--- config.mk ---
export PLATFORM = sky130hd
export DESIGN_NAME = uri_percent_codec_top
export DESIGN_NICKNAME = d
export VERILOG_FILES = /design/src/upc_pkg.sv /design/src/upc_front.sv /design/src/upc_queue.sv /design/src/upc_back.sv /design/src/uri_percent_codec_top.sv
export SDC_FILE = /design/constraint.sdc
export NUM_CORES = 1
export LEC_CHECK = 0
export BUFFER_PORTS_ARGS = -buffer_cell sky130_fd_sc_hd__buf_2
export CAP_MARGIN = 20
export CELL_PAD_IN_SITES_DETAIL_PLACEMENT = 1
export CELL_PAD_IN_SITES_GLOBAL_PLACEMENT = 2
export CORE_AREA = 5 5 182 114
export DETAILED_ROUTE_END_ITERATION = 10
export DIE_AREA = 0 0 187 119
export PLACE_DENSITY_LB_ADDON = 0.1
export SLEW_MARGIN = 10
export SYNTH_ARGS = -nofsm -noshare
export SYNTH_HDL_FRONTEND = slang
export SYNTH_HIERARCHICAL = 1
export SYNTH_SLANG_ARGS = --single-unit
export TNS_END_PERCENT = 10
--- constraint.sdc ---
create_clock -name clk_i -period 2.6 [get_ports clk_i]
set_input_delay 0.26 -clock clk_i [delete_from_list [all_inputs] [get_ports clk_i]]
set_output_delay 0.26 -clock clk_i [all_outputs]
set_load 0.005 [all_outputs]
--- src/upc_pkg.sv ---
`timescale 1ns / 1ps
// ----------------------------------------------------------------------------
// URI percent codec package
// Shared types, character constants and classification functions.
// ----------------------------------------------------------------------------
package upc_pkg;

  // Configuration register indexes.
  localparam int unsigned CfgIdxW = 2;
  localparam logic [CfgIdxW-1:0] REG_DIRECTION      = 2'd0;
  localparam logic [CfgIdxW-1:0] REG_COMPONENT_MODE = 2'd1;

  // Characters with a special role.
  localparam logic [7:0] CHR_PERCENT = 8'h25;
  localparam logic [7:0] CHR_ZERO    = 8'h30;
  localparam logic [7:0] CHR_UPPER_A = 8'h41;

  // Error codes carried with a result.
  typedef enum logic [1:0] {
    ERR_NONE    = 2'd0,
    ERR_TRUNC   = 2'd1,
    ERR_INVALID = 2'd2
  } err_e;

  // A queued command produces one or three result bytes.
  typedef enum logic {
    CMD_SINGLE,
    CMD_TRIPLE
  } cmd_kind_e;

  typedef struct packed {
    cmd_kind_e  kind;
    logic [7:0] byte0;
    logic [7:0] byte1;
    logic [7:0] byte2;
    err_e       err;
    logic       done;
  } cmd_t;

  typedef struct packed {
    logic direction;
    logic component_mode;
  } cfg_t;

  // Letters and digits.
  function automatic logic is_alnum(input logic [7:0] c);
    logic r;
    r = (c >= 8'h30 && c <= 8'h39) || (c >= 8'h61 && c <= 8'h7A) ||
        (c >= 8'h41 && c <= 8'h5A);
    return r;
  endfunction

  // Marks: - _ . ! ~ * ' ( )
  function automatic logic is_mark(input logic [7:0] c);
    logic r;
    unique case (c)
      8'h2D, 8'h5F, 8'h2E, 8'h21, 8'h7E, 8'h2A, 8'h27, 8'h28, 8'h29: r = 1'b1;
      default: r = 1'b0;
    endcase
    return r;
  endfunction

  // Reserved characters of a full URI: ; / ? : @ & = + $ , #
  function automatic logic is_uri_special(input logic [7:0] c);
    logic r;
    unique case (c)
      8'h3B, 8'h2F, 8'h3F, 8'h3A, 8'h40, 8'h26, 8'h3D, 8'h2B, 8'h24, 8'h2C,
      8'h23: r = 1'b1;
      default: r = 1'b0;
    endcase
    return r;
  endfunction

  function automatic logic is_unescaped(input logic [7:0] c, input logic comp);
    logic r;
    r = is_alnum(c) || is_mark(c) || (!comp && is_uri_special(c));
    return r;
  endfunction

  function automatic logic is_reserved(input logic [7:0] c, input logic comp);
    logic r;
    r = (c == 8'h00) || (!comp && is_uri_special(c));
    return r;
  endfunction

  function automatic logic is_hex(input logic [7:0] c);
    logic r;
    r = (c >= 8'h30 && c <= 8'h39) || (c >= 8'h61 && c <= 8'h66) ||
        (c >= 8'h41 && c <= 8'h46);
    return r;
  endfunction

  // Value of a hex digit; only the low nibble is kept.
  function automatic logic [3:0] hex_val(input logic [7:0] c);
    logic [7:0] v;
    if (c >= 8'h30 && c <= 8'h39) begin
      v = c - 8'h30;
    end else if (c >= 8'h61 && c <= 8'h66) begin
      v = c - 8'h57;
    end else begin
      v = c - 8'h37;
    end
    return v[3:0];
  endfunction

  // Uppercase hex character for a nibble.
  function automatic logic [7:0] hex_char(input logic [3:0] n);
    logic [7:0] r;
    if (n < 4'd10) begin
      r = CHR_ZERO + {4'd0, n};
    end else begin
      r = CHR_UPPER_A + {4'd0, n} - 8'd10;
    end
    return r;
  endfunction

endpackage

--- src/upc_front.sv ---
`timescale 1ns / 1ps
// ----------------------------------------------------------------------------
// URI percent codec front end
// Accepts string bytes, tracks escape state and issues one command per
// byte that produces results.
// ----------------------------------------------------------------------------
module upc_front (
  input  logic          clk_i,
  input  logic          rst_ni,
  input  upc_pkg::cfg_t cfg_i,
  input  logic          in_valid_i,
  output logic          in_ready_o,
  input  logic [7:0]    in_byte_i,
  input  logic          in_last_i,
  input  logic          q_full_i,
  output logic          push_o,
  output upc_pkg::cmd_t cmd_o
);

  typedef enum logic [1:0] {
    PH_IDLE    = 2'd0,
    PH_PERCENT = 2'd1,
    PH_DIGIT   = 2'd2
  } phase_e;

  phase_e     phase_q, phase_d;
  logic [7:0] first_q, first_d;
  logic       skip_q, skip_d;
  logic       emit;
  logic       accept;
  logic [7:0] dec_val;

  assign in_ready_o = !q_full_i;
  assign accept     = in_valid_i && in_ready_o;
  assign push_o     = accept && emit;
  assign dec_val    = {upc_pkg::hex_val(first_q), upc_pkg::hex_val(in_byte_i)};

  // Classify the byte against the current escape state.
  always_comb begin
    phase_d     = phase_q;
    first_d     = first_q;
    skip_d      = skip_q;
    emit        = 1'b0;
    cmd_o.kind  = upc_pkg::CMD_SINGLE;
    cmd_o.byte0 = in_byte_i;
    cmd_o.byte1 = upc_pkg::CHR_PERCENT;
    cmd_o.byte2 = in_byte_i;
    cmd_o.err   = upc_pkg::ERR_NONE;
    cmd_o.done  = in_last_i;
    priority if (skip_q) begin
      // Dropping the rest of a failed string.
      if (in_last_i) begin
        skip_d = 1'b0;
      end
    end else if (!cfg_i.direction) begin
      phase_d = PH_IDLE;
      emit    = 1'b1;
      if (!upc_pkg::is_unescaped(in_byte_i, cfg_i.component_mode)) begin
        cmd_o.kind  = upc_pkg::CMD_TRIPLE;
        cmd_o.byte0 = upc_pkg::CHR_PERCENT;
        cmd_o.byte1 = upc_pkg::hex_char(in_byte_i[7:4]);
        cmd_o.byte2 = upc_pkg::hex_char(in_byte_i[3:0]);
      end
    end else begin
      unique case (phase_q)
        PH_IDLE: begin
          if (in_byte_i != upc_pkg::CHR_PERCENT) begin
            emit = 1'b1;
          end else if (in_last_i) begin
            emit      = 1'b1;
            cmd_o.err = upc_pkg::ERR_TRUNC;
          end else begin
            phase_d = PH_PERCENT;
          end
        end
        PH_PERCENT: begin
          if (in_last_i) begin
            emit      = 1'b1;
            cmd_o.err = upc_pkg::ERR_TRUNC;
          end else if (!upc_pkg::is_hex(in_byte_i)) begin
            emit      = 1'b1;
            cmd_o.err = upc_pkg::ERR_INVALID;
          end else begin
            first_d = in_byte_i;
            phase_d = PH_DIGIT;
          end
        end
        default: begin
          // Second digit; the first one is always a valid hex digit here.
          phase_d = PH_IDLE;
          emit    = 1'b1;
          if (!upc_pkg::is_hex(first_q) || !upc_pkg::is_hex(in_byte_i)) begin
            cmd_o.err = upc_pkg::ERR_INVALID;
          end else if (!upc_pkg::is_reserved(dec_val, cfg_i.component_mode)) begin
            cmd_o.byte0 = dec_val;
          end else begin
            cmd_o.kind  = upc_pkg::CMD_TRIPLE;
            cmd_o.byte0 = upc_pkg::CHR_PERCENT;
            cmd_o.byte1 = first_q;
            cmd_o.byte2 = in_byte_i;
          end
        end
      endcase
      // An error ends the string's output and drops what follows.
      if (emit && cmd_o.err != upc_pkg::ERR_NONE) begin
        cmd_o.byte0 = 8'h00;
        cmd_o.done  = 1'b1;
        phase_d     = PH_IDLE;
        skip_d      = !in_last_i;
      end
    end
  end

  // Escape state advances only on an accepted byte.
  always_ff @(posedge clk_i or negedge rst_ni) begin
    if (!rst_ni) begin
      phase_q <= PH_IDLE;
      first_q <= 8'h00;
      skip_q  <= 1'b0;
    end else if (accept) begin
      phase_q <= phase_d;
      first_q <= first_d;
      skip_q  <= skip_d;
    end
  end

endmodule

--- src/upc_queue.sv ---
`timescale 1ns / 1ps
// ----------------------------------------------------------------------------
// URI percent codec command queue
// Small FIFO that decouples the front end from the output serializer.
// ----------------------------------------------------------------------------
module upc_queue #(
  parameter int unsigned Depth = 4
) (
  input  logic          clk_i,
  input  logic          rst_ni,
  input  logic          push_i,
  input  upc_pkg::cmd_t cmd_i,
  output logic          full_o,
  input  logic          pop_i,
  output logic          valid_o,
  output upc_pkg::cmd_t cmd_o
);

  localparam int unsigned AddrW = (Depth > 1) ? $clog2(Depth) : 1;

  upc_pkg::cmd_t     mem_q [Depth];
  logic [AddrW-1:0]  wr_ptr_q, rd_ptr_q;
  logic [AddrW:0]    count_q;
  logic              do_push, do_pop;

  assign full_o  = (count_q == (AddrW+1)'(Depth));
  assign valid_o = (count_q != '0);
  assign cmd_o   = mem_q[rd_ptr_q];
  assign do_push = push_i && !full_o;
  assign do_pop  = pop_i && valid_o;

  // Entry storage.
  always_ff @(posedge clk_i) begin
    if (do_push) begin
      mem_q[wr_ptr_q] <= cmd_i;
    end
  end

  // Pointers and fill count.
  always_ff @(posedge clk_i or negedge rst_ni) begin
    if (!rst_ni) begin
      wr_ptr_q <= '0;
      rd_ptr_q <= '0;
      count_q  <= '0;
    end else begin
      if (do_push) begin
        wr_ptr_q <= (wr_ptr_q == AddrW'(Depth - 1)) ? '0 : wr_ptr_q + 1'b1;
      end
      if (do_pop) begin
        rd_ptr_q <= (rd_ptr_q == AddrW'(Depth - 1)) ? '0 : rd_ptr_q + 1'b1;
      end
      if (do_push && !do_pop) begin
        count_q <= count_q + 1'b1;
      end else if (do_pop && !do_push) begin
        count_q <= count_q - 1'b1;
      end
    end
  end

endmodule

--- src/upc_back.sv ---
`timescale 1ns / 1ps
// ----------------------------------------------------------------------------
// URI percent codec back end
// Expands queued commands into result bytes, one per cycle while the output
// is not stalled, into the output register.
// ----------------------------------------------------------------------------
module upc_back (
  input  logic          clk_i,
  input  logic          rst_ni,
  input  logic          q_valid_i,
  input  upc_pkg::cmd_t cmd_i,
  output logic          pop_o,
  output logic          out_valid_o,
  input  logic          out_ready_i,
  output logic [7:0]    out_byte_o,
  output logic          run_last_o,
  output logic [1:0]    error_code_o,
  output logic          string_done_o
);

  logic [1:0] sub_q, sub_d;
  logic       valid_q;
  logic [7:0] byte_q;
  logic       run_last_q, done_q;
  logic [1:0] err_q;
  logic       load;
  logic       final_sub;
  logic [7:0] sel_byte;

  assign load      = q_valid_i && (!valid_q || out_ready_i);
  assign final_sub = (cmd_i.kind == upc_pkg::CMD_SINGLE) || (sub_q == 2'd2);
  assign pop_o     = load && final_sub;
  assign sub_d     = final_sub ? 2'd0 : sub_q + 2'd1;

  // Pick the byte of the current command.
  always_comb begin
    unique case (sub_q)
      2'd0:    sel_byte = cmd_i.byte0;
      2'd1:    sel_byte = cmd_i.byte1;
      default: sel_byte = cmd_i.byte2;
    endcase
  end

  // Control: byte position and output valid.
  always_ff @(posedge clk_i or negedge rst_ni) begin
    if (!rst_ni) begin
      sub_q   <= 2'd0;
      valid_q <= 1'b0;
    end else begin
      if (load) begin
        sub_q   <= sub_d;
        valid_q <= 1'b1;
      end else if (out_ready_i) begin
        valid_q <= 1'b0;
      end
    end
  end

  // Output payload register.
  always_ff @(posedge clk_i) begin
    if (load) begin
      byte_q     <= sel_byte;
      run_last_q <= final_sub;
      err_q      <= cmd_i.err;
      done_q     <= final_sub && cmd_i.done;
    end
  end

  assign out_valid_o   = valid_q;
  assign out_byte_o    = byte_q;
  assign run_last_o    = run_last_q;
  assign error_code_o  = err_q;
  assign string_done_o = done_q;

endmodule

--- src/uri_percent_codec_top.sv ---
`timescale 1ns / 1ps
// ----------------------------------------------------------------------------
// URI percent codec
// Percent-encodes or percent-decodes a byte string, one byte per request.
//
//   Channel   Dir  Signals                    Contents
//   s_axis    in   tvalid tready tdata tlast  tdata[7:0] in_byte, tlast in_last
//   m_axis    out  tvalid tready tdata tuser  tdata[7:0] out_byte,
//                  tlast                      tuser run_last/error_code,
//                                             tlast string_done
//   cfg       in   valid ready index data     index 0 direction, 1 component_mode
//
// The output register delivers one result byte per cycle while the result
// stream is not stalled; a byte gives one result, an escape gives three.
// The front end takes a byte each cycle while the four-entry command queue
// has room, independently of output stalls. Reset clears the escape state,
// the queue and the output valid; both configuration registers reset to 0.
// cfg_ready is always high.
// ----------------------------------------------------------------------------
module uri_percent_codec_top #(
  parameter int unsigned QueueDepth = 4
) (
  input  logic                         clk_i,
  input  logic                         rst_ni,
  // Configuration writes.
  input  logic                         cfg_valid_i,
  output logic                         cfg_ready_o,
  input  logic [upc_pkg::CfgIdxW-1:0]  cfg_index_i,
  input  logic                         cfg_data_i,
  // Input stream.
  input  logic                         s_axis_tvalid,
  output logic                         s_axis_tready,
  input  logic [7:0]                   s_axis_tdata,  // [7:0] in_byte
  input  logic                         s_axis_tlast,
  // Result stream.
  output logic                         m_axis_tvalid,
  input  logic                         m_axis_tready,
  output logic [7:0]                   m_axis_tdata,  // [7:0] out_byte
  output logic [2:0]                   m_axis_tuser,  // [0] run_last, [2:1] error_code
  output logic                         m_axis_tlast
);

  upc_pkg::cfg_t cfg_q;
  upc_pkg::cmd_t push_cmd, head_cmd;
  logic          push, pop, q_full, q_valid;
  logic          run_last;
  logic [1:0]    error_code;

  assign cfg_ready_o = 1'b1;

  // Configuration registers.
  always_ff @(posedge clk_i or negedge rst_ni) begin
    if (!rst_ni) begin
      cfg_q <= '0;
    end else if (cfg_valid_i && cfg_ready_o) begin
      if (cfg_index_i == upc_pkg::REG_DIRECTION) begin
        cfg_q.direction <= cfg_data_i;
      end
      if (cfg_index_i == upc_pkg::REG_COMPONENT_MODE) begin
        cfg_q.component_mode <= cfg_data_i;
      end
    end
  end

  upc_front u_front (
    .clk_i      (clk_i),
    .rst_ni     (rst_ni),
    .cfg_i      (cfg_q),
    .in_valid_i (s_axis_tvalid),
    .in_ready_o (s_axis_tready),
    .in_byte_i  (s_axis_tdata),
    .in_last_i  (s_axis_tlast),
    .q_full_i   (q_full),
    .push_o     (push),
    .cmd_o      (push_cmd)
  );

  upc_queue #(
    .Depth (QueueDepth)
  ) u_queue (
    .clk_i   (clk_i),
    .rst_ni  (rst_ni),
    .push_i  (push),
    .cmd_i   (push_cmd),
    .full_o  (q_full),
    .pop_i   (pop),
    .valid_o (q_valid),
    .cmd_o   (head_cmd)
  );

  upc_back u_back (
    .clk_i         (clk_i),
    .rst_ni        (rst_ni),
    .q_valid_i     (q_valid),
    .cmd_i         (head_cmd),
    .pop_o         (pop),
    .out_valid_o   (m_axis_tvalid),
    .out_ready_i   (m_axis_tready),
    .out_byte_o    (m_axis_tdata),
    .run_last_o    (run_last),
    .error_code_o  (error_code),
    .string_done_o (m_axis_tlast)
  );

  assign m_axis_tuser = {error_code, run_last};

endmodule

==> results of run 1 <==
==> registers in the layout, summed over array words and instances, names as in the netlist <==
register and cells:
u_queue/wr_ptr_q 2, u_queue/rd_ptr_q 2, u_front/skip_q 1, u_front/first_q 8
u_queue/mem_q 112, u_back/string_done_o 1, u_back/run_last_o 1, u_back/error_code_o 2
u_back/out_byte_o 8, u_back/out_valid_o 1, u_back/sub_q 2, cfg_q 2
u_queue/count_q 3, u_front/phase_q 2
==> cells in the mapped netlist, drive strengths merged, types with 11 or more instances <==
cell type  number  area [sq um]
buf            21           133
nand2          44           175
mux4           28           631
dfrtp          23           576
a21oi          20           115
nor2           20          90.1
mux2           14           173
nor3           11          65.1
edfxtp        124          3720
o21ai          21           105
nor2b          11          71.3
ha             22           275
inv            19          71.3
==> metrics by stage <==
| stage | worst slack (ps) | setup TNS [ps] |
|---|---|---|
| after floorplan | -469 | -42450 |
| after global placement | -743 | -106950 |
| after detailed placement | -855 | -120530 |
| after CTS | -188 | -5650 |
| after global routing | -318 | -19700 |
| final | -204 | -7010 |
==> cells in the final DEF, fill, tap and decap left out, types with 5 or more instances in the layout <==
| cell | Yosys | final |
|---|---|---|
| nor2b_1 | 10 | 9 |
| mux4_2 | 28 | 28 |
| and2_1 | 5 | 5 |
| buf_2 | 13 | 28 |
| ha_4 | 0 | 6 |
| buf_4 | 6 | 114 |
| bufinv_16 | 0 | 5 |
| a21oi_1 | 18 | 15 |
| clkbuf_16 | 0 | 17 |
| a31oi_1 | 7 | 7 |
| mux2_1 | 6 | 6 |
| a21o_1 | 6 | 6 |
| mux2i_1 | 6 | 6 |
| mux2_4 | 4 | 5 |
| nor2_1 | 18 | 15 |
| inv_1 | 18 | 14 |
| dfrtp_1 | 23 | 21 |
| ha_1 | 22 | 15 |
| nor3_1 | 9 | 9 |
| nand2_1 | 42 | 42 |
| buf_6 | 2 | 5 |
| o21ai_0 | 18 | 16 |
| edfxtp_1 | 124 | 124 |
| nand3_1 | 7 | 7 |
| nor4_1 | 6 | 5 |
| a22oi_1 | 9 | 8 |
| buf_12 | 0 | 6 |
==> final cells by class <==
class	instances	area (sq um)	area share, %
clock buffer	19	433	4.46
clock inverter	13	221	2.28
inverter	20	95.1	0.979
multi-input combinational	328	3160	32.5
sequential	147	4300	44.3
tap	246	308	3.17
timing repair buffer	155	1200	12.3
==> power by group <==
group,internal (mW),switching (mW)
Combinational,1.31,1.50
Sequential,3.25,0.192
Clock,1.73,0.993
==> logic make-up after synthesis <==
| family | count (synthesis) | synth area share (%) |
|---|---|---|
| fa+ha+maj | 23 | 3.99 |
| mux | 48 | 11.7 |
| other cells | 2 | 0.101 |
| simple gates | 146 | 12.0 |
| flops | 147 | 58.1 |
| buf+inv | 50 | 3.31 |
| compound gates | 100 | 9.76 |
| xor+xnor | 9 | 1.07 |
==> per-layer routing <==
metal | up-vias | track usage, %
li1 | 2314 | -
met1 | 2583 | 27.8
met2 | 122 | 28.0
met3 | 19 | 3.86
met4 | 0 | 4.85
met5 | - | 0
==> worst max-delay path, cell delays in order, from the launching register on <==
cell,delay [ps]
dfrtp_2,450
inv_2,90
ha_4,140
o21bai_4,80
a21oi_4,170
mux2i_1,120
or4b_4,600
a21oi_4,140
a41o_4,270
buf_6,120
nor2_4,40
o31a_1,300
==> final timing paths <==
check | start | endpoint | depth (start not counted)
max | u_front/first_q[0] | u_queue/mem_q[3][13] | 11
min | cfg_data_i | cfg_q[1] | 2
max reg2reg | u_front/first_q[0] | u_queue/mem_q[3][13] | 11
min reg2reg | u_queue/count_q[2] | u_queue/count_q[2] | 1
max in group asynchronous | rst_ni | u_front/first_q[0] | 2
min in group asynchronous | rst_ni | u_back/sub_q[1] | 2
==> timing repair <==
action,CTS,global route
gates resized for setup,52,13
endpoints found under the hold margin,23,0
setup buffers,14,2
setup endpoints to repair,170,186
hold buffers,1,0
pin swaps,24,14
==> key figures, run 1 <==
CTS
  – CTS tree: done
  – H-tree depth: 4
  – Worst-path clk slew: 60 ps
  – CTS root buf: clkbuf_16
  – CTS Buffer Depth: 2
  – Clock net sink count: 147
  – Clock Latency Late Sink: 420 ps
  – CTS Buf Count: 17

Detailed routing
  – Met2 routed WL: 8980 um
  – DRT Pass-1 Iters: 4
  – Vias: 5038
  – DRT antenna net count: 0
  – Mean routed wirelength per cell: 21.8 um
  – Top sig layer: met4
  – DRC: 0
  – Metal3 WL: 952 um
  – Met1 Wirelength: 10100 um
  – Vias/cell: 5.43
  – Drt first-iter violations: 358
  – Routed wire length: 20200 um

STA
  – WHS: 89.2 ps
  – Fin. Hold Viols: 0
  – Period Utilization, post-route: 108%
  – RSZ-0062 raised after global routing: true
  – Fin. max-slew vios: 0
  – Relative slew margins: 56.2%
  – Least-Margin Pin Slew: 656 ps
  – # setup viols final: 118
  – Minimum clock period: 2800 ps
  – FMAX: 357 MHz
  – Worst setup margin: -204 ps
  – Clk_skew: 10.9 ps

Placement
  – Port Buffer Count: 30
  – Gpl congestion: 0.881
  – Post-DP HPWL: 14200 um
  – Placed Cells incl. Taps: 882
  – Dpl cell area: 8630 sq um

Synthesis
  – Ys async rst share: 15.6%
  – Post-synth EDFFs: 124
  – Number of synthesis warnings: 6
  – Ys flop type: edfxtp_1
  – Synthesized net count: 565
  – #FFs+latches synth: 147
  – Sequential area share after synthesis: 58.1%
  – Mapped Cells: 525
  – Syn Area/Cell: 14.1 sq um
  – Synthesized cell area: 7400 sq um
  – Distinct cells, synth: 88

Pwr
  – Power Dens Cells: 924 nW/um^2
  – Static Leakage: 3.65 nW
  – Design Power: 8.97 mW
  – Worst vdd ir: 0.000597 V

Run
  – Maxcap violations: 0

Final layout
  – Layout cells sized above 1: 42.7%
  – Fin area: 9710 sq um
  – Layout Cells excl Fill: 928
  – FILL cells: 1902
  – Final Util: 51.8%
  – Synthesis-to-finish area growth: 31.3%
  – Antenna cell count: 0
  – Final net count: 709

Global route
  – First-pass GRT wire length: 31700 um
  – Initial antenna violation count: 1
  – Number of global-route vias before repair: 5407
  – Largest net degree at the start of global routing: 32
  – Grt ovf: 0
  – All-Layer GR Usage: 18.7%

Critical path
  – Critical path arrival: 2940 ps
  – Crit path kind: flop to flop
  – Worst setup SP type: flop
  – Max FO, Critical Path: 6
  – Critical Path RT: 2740 ps
  – Crit. End Element: flop
  – Reg2reg setup slack: -200 ps

Floorplan
  – Die Area: 22300 sq um
  – Cell Rows: 39
  – Die height: 119 um
  – Starting Density: 39.5%
  – I/O pin count: 32
  – Die X: 187 um
  – Total core area: 18700 sq um

Run status
  – Violated checks: setup timing
  – Outcome: finished, violations left

Worst hold path
  – Min-Delay Path Class: input pin to flop
(Power assumes the default switching activity.)
==> inputs of run 2 (changes only) <==
--- a/config.mk
+++ b/config.mk
@@ -13,6 +13,7 @@
 export DETAILED_ROUTE_END_ITERATION = 10
 export DIE_AREA = 0 0 187 119
 export PLACE_DENSITY_LB_ADDON = 0.1
+export SETUP_SLACK_MARGIN = 0.4
 export SLEW_MARGIN = 10
 export SYNTH_ARGS = -nofsm -noshare
 export SYNTH_HDL_FRONTEND = slang
==> key figures, run 2 (same netlist as run 1, synthesis figures left out) <==
Run status
  – Outcome: finished, violations left (unchanged)
  – Violated checks: setup timing (unchanged)

Detailed routing
  – DRC: 0 (unchanged)
  – Mean routed wirelength per cell: 21.9 um (was 21.8 um)
  – DRT antenna net count: 0 (unchanged)
  – Vias: 5029 (was 5038)
  – Vias/cell: 5.40 (was 5.43)
  – DRT Pass-1 Iters: 5 (was 4)
  – Routed wire length: 20400 um (was 20200 um)
  – Drt first-iter violations: 346 (was 358)

Pwr
  – Static Leakage: 3.72 nW (was 3.65 nW)
  – Design Power: 9.04 mW (was 8.97 mW)
  – Power Dens Cells: 916 nW/um^2 (was 924 nW/um^2)
  – Worst vdd ir: 0.000639 V (was 0.000597 V)

Floorplan
  – Starting Density: 39.5% (unchanged)
  – Die X: 187 um (unchanged)
  – Die Area: 22300 sq um (unchanged)
  – Die height: 119 um (unchanged)
  – Cell Rows: 39 (unchanged)
  – Total core area: 18700 sq um (unchanged)
  – I/O pin count: 32 (unchanged)

Critical path
  – Reg2reg setup slack: -230 ps (was -200 ps)
  – Critical path endpoint: u_queue/mem_q[3][13] (unchanged)
  – Crit. Startpoint: u_front/first_q[0] (unchanged)
  – Max FO, Critical Path: 6 (unchanged)
  – R2r startpoint: u_front/first_q[0] (unchanged)
  – Worst setup SP type: flop (unchanged)
  – Crit path kind: flop to flop (unchanged)
  – Critical path arrival: 2970 ps (was 2940 ps)
  – Crit. End Element: flop (unchanged)
  – Critical Path RT: 2740 ps (about the same)
  – Worst r2r dst: u_queue/mem_q[3][13] (unchanged)
  – FF-to-FF path depth: 11 (unchanged)

Global route
  – First-pass GRT wire length: 31900 um (was 31700 um)
  – Initial antenna violation count: 1 (unchanged)
  – Grt ovf: 0 (unchanged)
  – All-Layer GR Usage: 18.8% (was 18.7%)
  – Number of global-route vias before repair: 5445 (was 5407)
  – Largest net degree at the start of global routing: 32 (unchanged)

Final layout
  – Most common cell after layout, fill and taps aside: edfxtp_1 (unchanged)
  – Register area: 4300 sq um (unchanged)
  – Largest register FFs: 112 (unchanged)
  – Synthesis-to-finish area growth: 33.3% (was 31.3%)
  – Most frequent cells in the layout: edfxtp_1 (124), buf_4 (102), nand2_1 (41) (was edfxtp_1 (124), buf_4 (114), nand2_1 (42))
  – FILL cells: 1889 (was 1902)
  – Multi-input gate area in the final layout: 3220 sq um (was 3160 sq um)
  – Layout cells sized above 1: 44.2% (was 42.7%)
  – Antenna cell count: 0 (unchanged)
  – Top reg by flops: u_queue/mem_q (unchanged)
  – Final net count: 712 (was 709)

CTS
  – CTS root buf: clkbuf_16 (unchanged)
  – H-tree depth: 4 (unchanged)
  – Clock Latency Late Sink: 420 ps (about the same)
  – CTS Buffer Depth: 2 (unchanged)
  – Clock net sink count: 147 (unchanged)
  – CTS tree: done (unchanged)
  – Worst-path clk slew: 60 ps (about the same)
  – CTS Buf Count: 17 (unchanged)

STA
  – FMAX: 354 MHz (was 357 MHz)
  – Fin. Hold Viols: 0 (unchanged)
  – Minimum clock period: 2830 ps (was 2800 ps)
  – Least-Margin Pin Slew: 657 ps (was 656 ps)
  – RSZ-0062 raised after global routing: true (unchanged)
  – Worst setup margin: -227 ps (was -204 ps)
  – # setup viols final: 125 (was 118)
  – Relative slew margins: 56.2% (about the same)
  – Fin. max-slew vios: 0 (unchanged)
  – Period Utilization, post-route: 109% (was 108%)
  – Clk_skew: 11.2 ps (was 10.9 ps)
  – Sum Neg Setup Slack: -7970 ps (was -7010 ps)

Placement
  – Port Buffer Count: 30 (unchanged)
  – Post-DP HPWL: 14200 um (unchanged)
  – Gpl congestion: 0.881 (unchanged)

Worst hold path
  – Min-Delay Path Class: input pin to flop (unchanged)

Run
  – Maxcap violations: 0 (unchanged)
-- run 2: metrics by stage --
step / worst slack (ps) / area [sq um] / cells / hold slack [ps] / utilization, %
2_1_floorplan: -469 / 7460 / 525 / -35.6 / -
4_1_cts: -186 / 9740 / 928 / 63.0 / 52.0
3_5_place_dp: -855 / 8630 / 882 / 279 / 46.0
6_report: -227 / 9870 / 931 / 86.7 / 52.7
5_1_grt: -328 / 9870 / 931 / 75.1 / 52.7
3_3_place_gp: -743 / 8630 / 882 / 278 / 46.0
-- run 2: worst min-delay path by stage --
stage               cells after the start  slack [ps]         endpoint       start
detailed placement                      1         280  u_back/sub_q[1]      rst_ni
finish                                  2          90         cfg_q[1]  cfg_data_i
CTS                                     2          60         cfg_q[1]  cfg_data_i
floorplan                               0         -40         cfg_q[0]      rst_ni
global placement                        1         280  u_back/sub_q[1]      rst_ni
global route                            2          80         cfg_q[0]  cfg_data_i
-- run 2: power breakdown --
| part | internal, mW | switching (mW) | leakage [nW] |
|---|---|---|---|
| registers | 3.25 | 0.191 | 1.42 |
| clock network | 1.73 | 0.996 | 0.315 |
| logic | 1.35 | 1.52 | 1.98 |
-- run 2: repair_timing --
action	4_1_cts	5_1_grt
hold buffers	1	0
resized for setup	76	24
hold endpoints to repair	23	0
pin swaps	33	21
setup buffers	13	3
gates cloned	0	0
setup endpoints to repair	228	222
-- run 2: worst max-delay path, stage by stage (launching register included) --
cell      delay [ps]
dfrtp_2          420
inv_2             70
ha_4             170
o21bai_4         160
a21oi_4           90
mux2i_2          170
or4b_4           570
a21oi_4          140
a41o_4           280
buf_6            120
nor2_4            40
o31a_1           300
-- run 2: layer usage --
metal	up-vias	share of wire (%)	track usage, %
met5	-	0	0
met4	0	1.1	4.85
met3	22	5.0	4.15
li1	2326	-	-
met1	2559	50	27.8
met2	122	44	28.2
-- run 2: layout make-up --
class / instances / area share, %
Tap cell: 246 / 3.12
Sequential cell: 147 / 43.6
Clock inverter: 13 / 2.24
Multi-Input combinational cell: 328 / 32.7
Inverter: 20 / 0.964
Timing Repair Buffer: 158 / 13.0
Clock buffer: 19 / 4.39
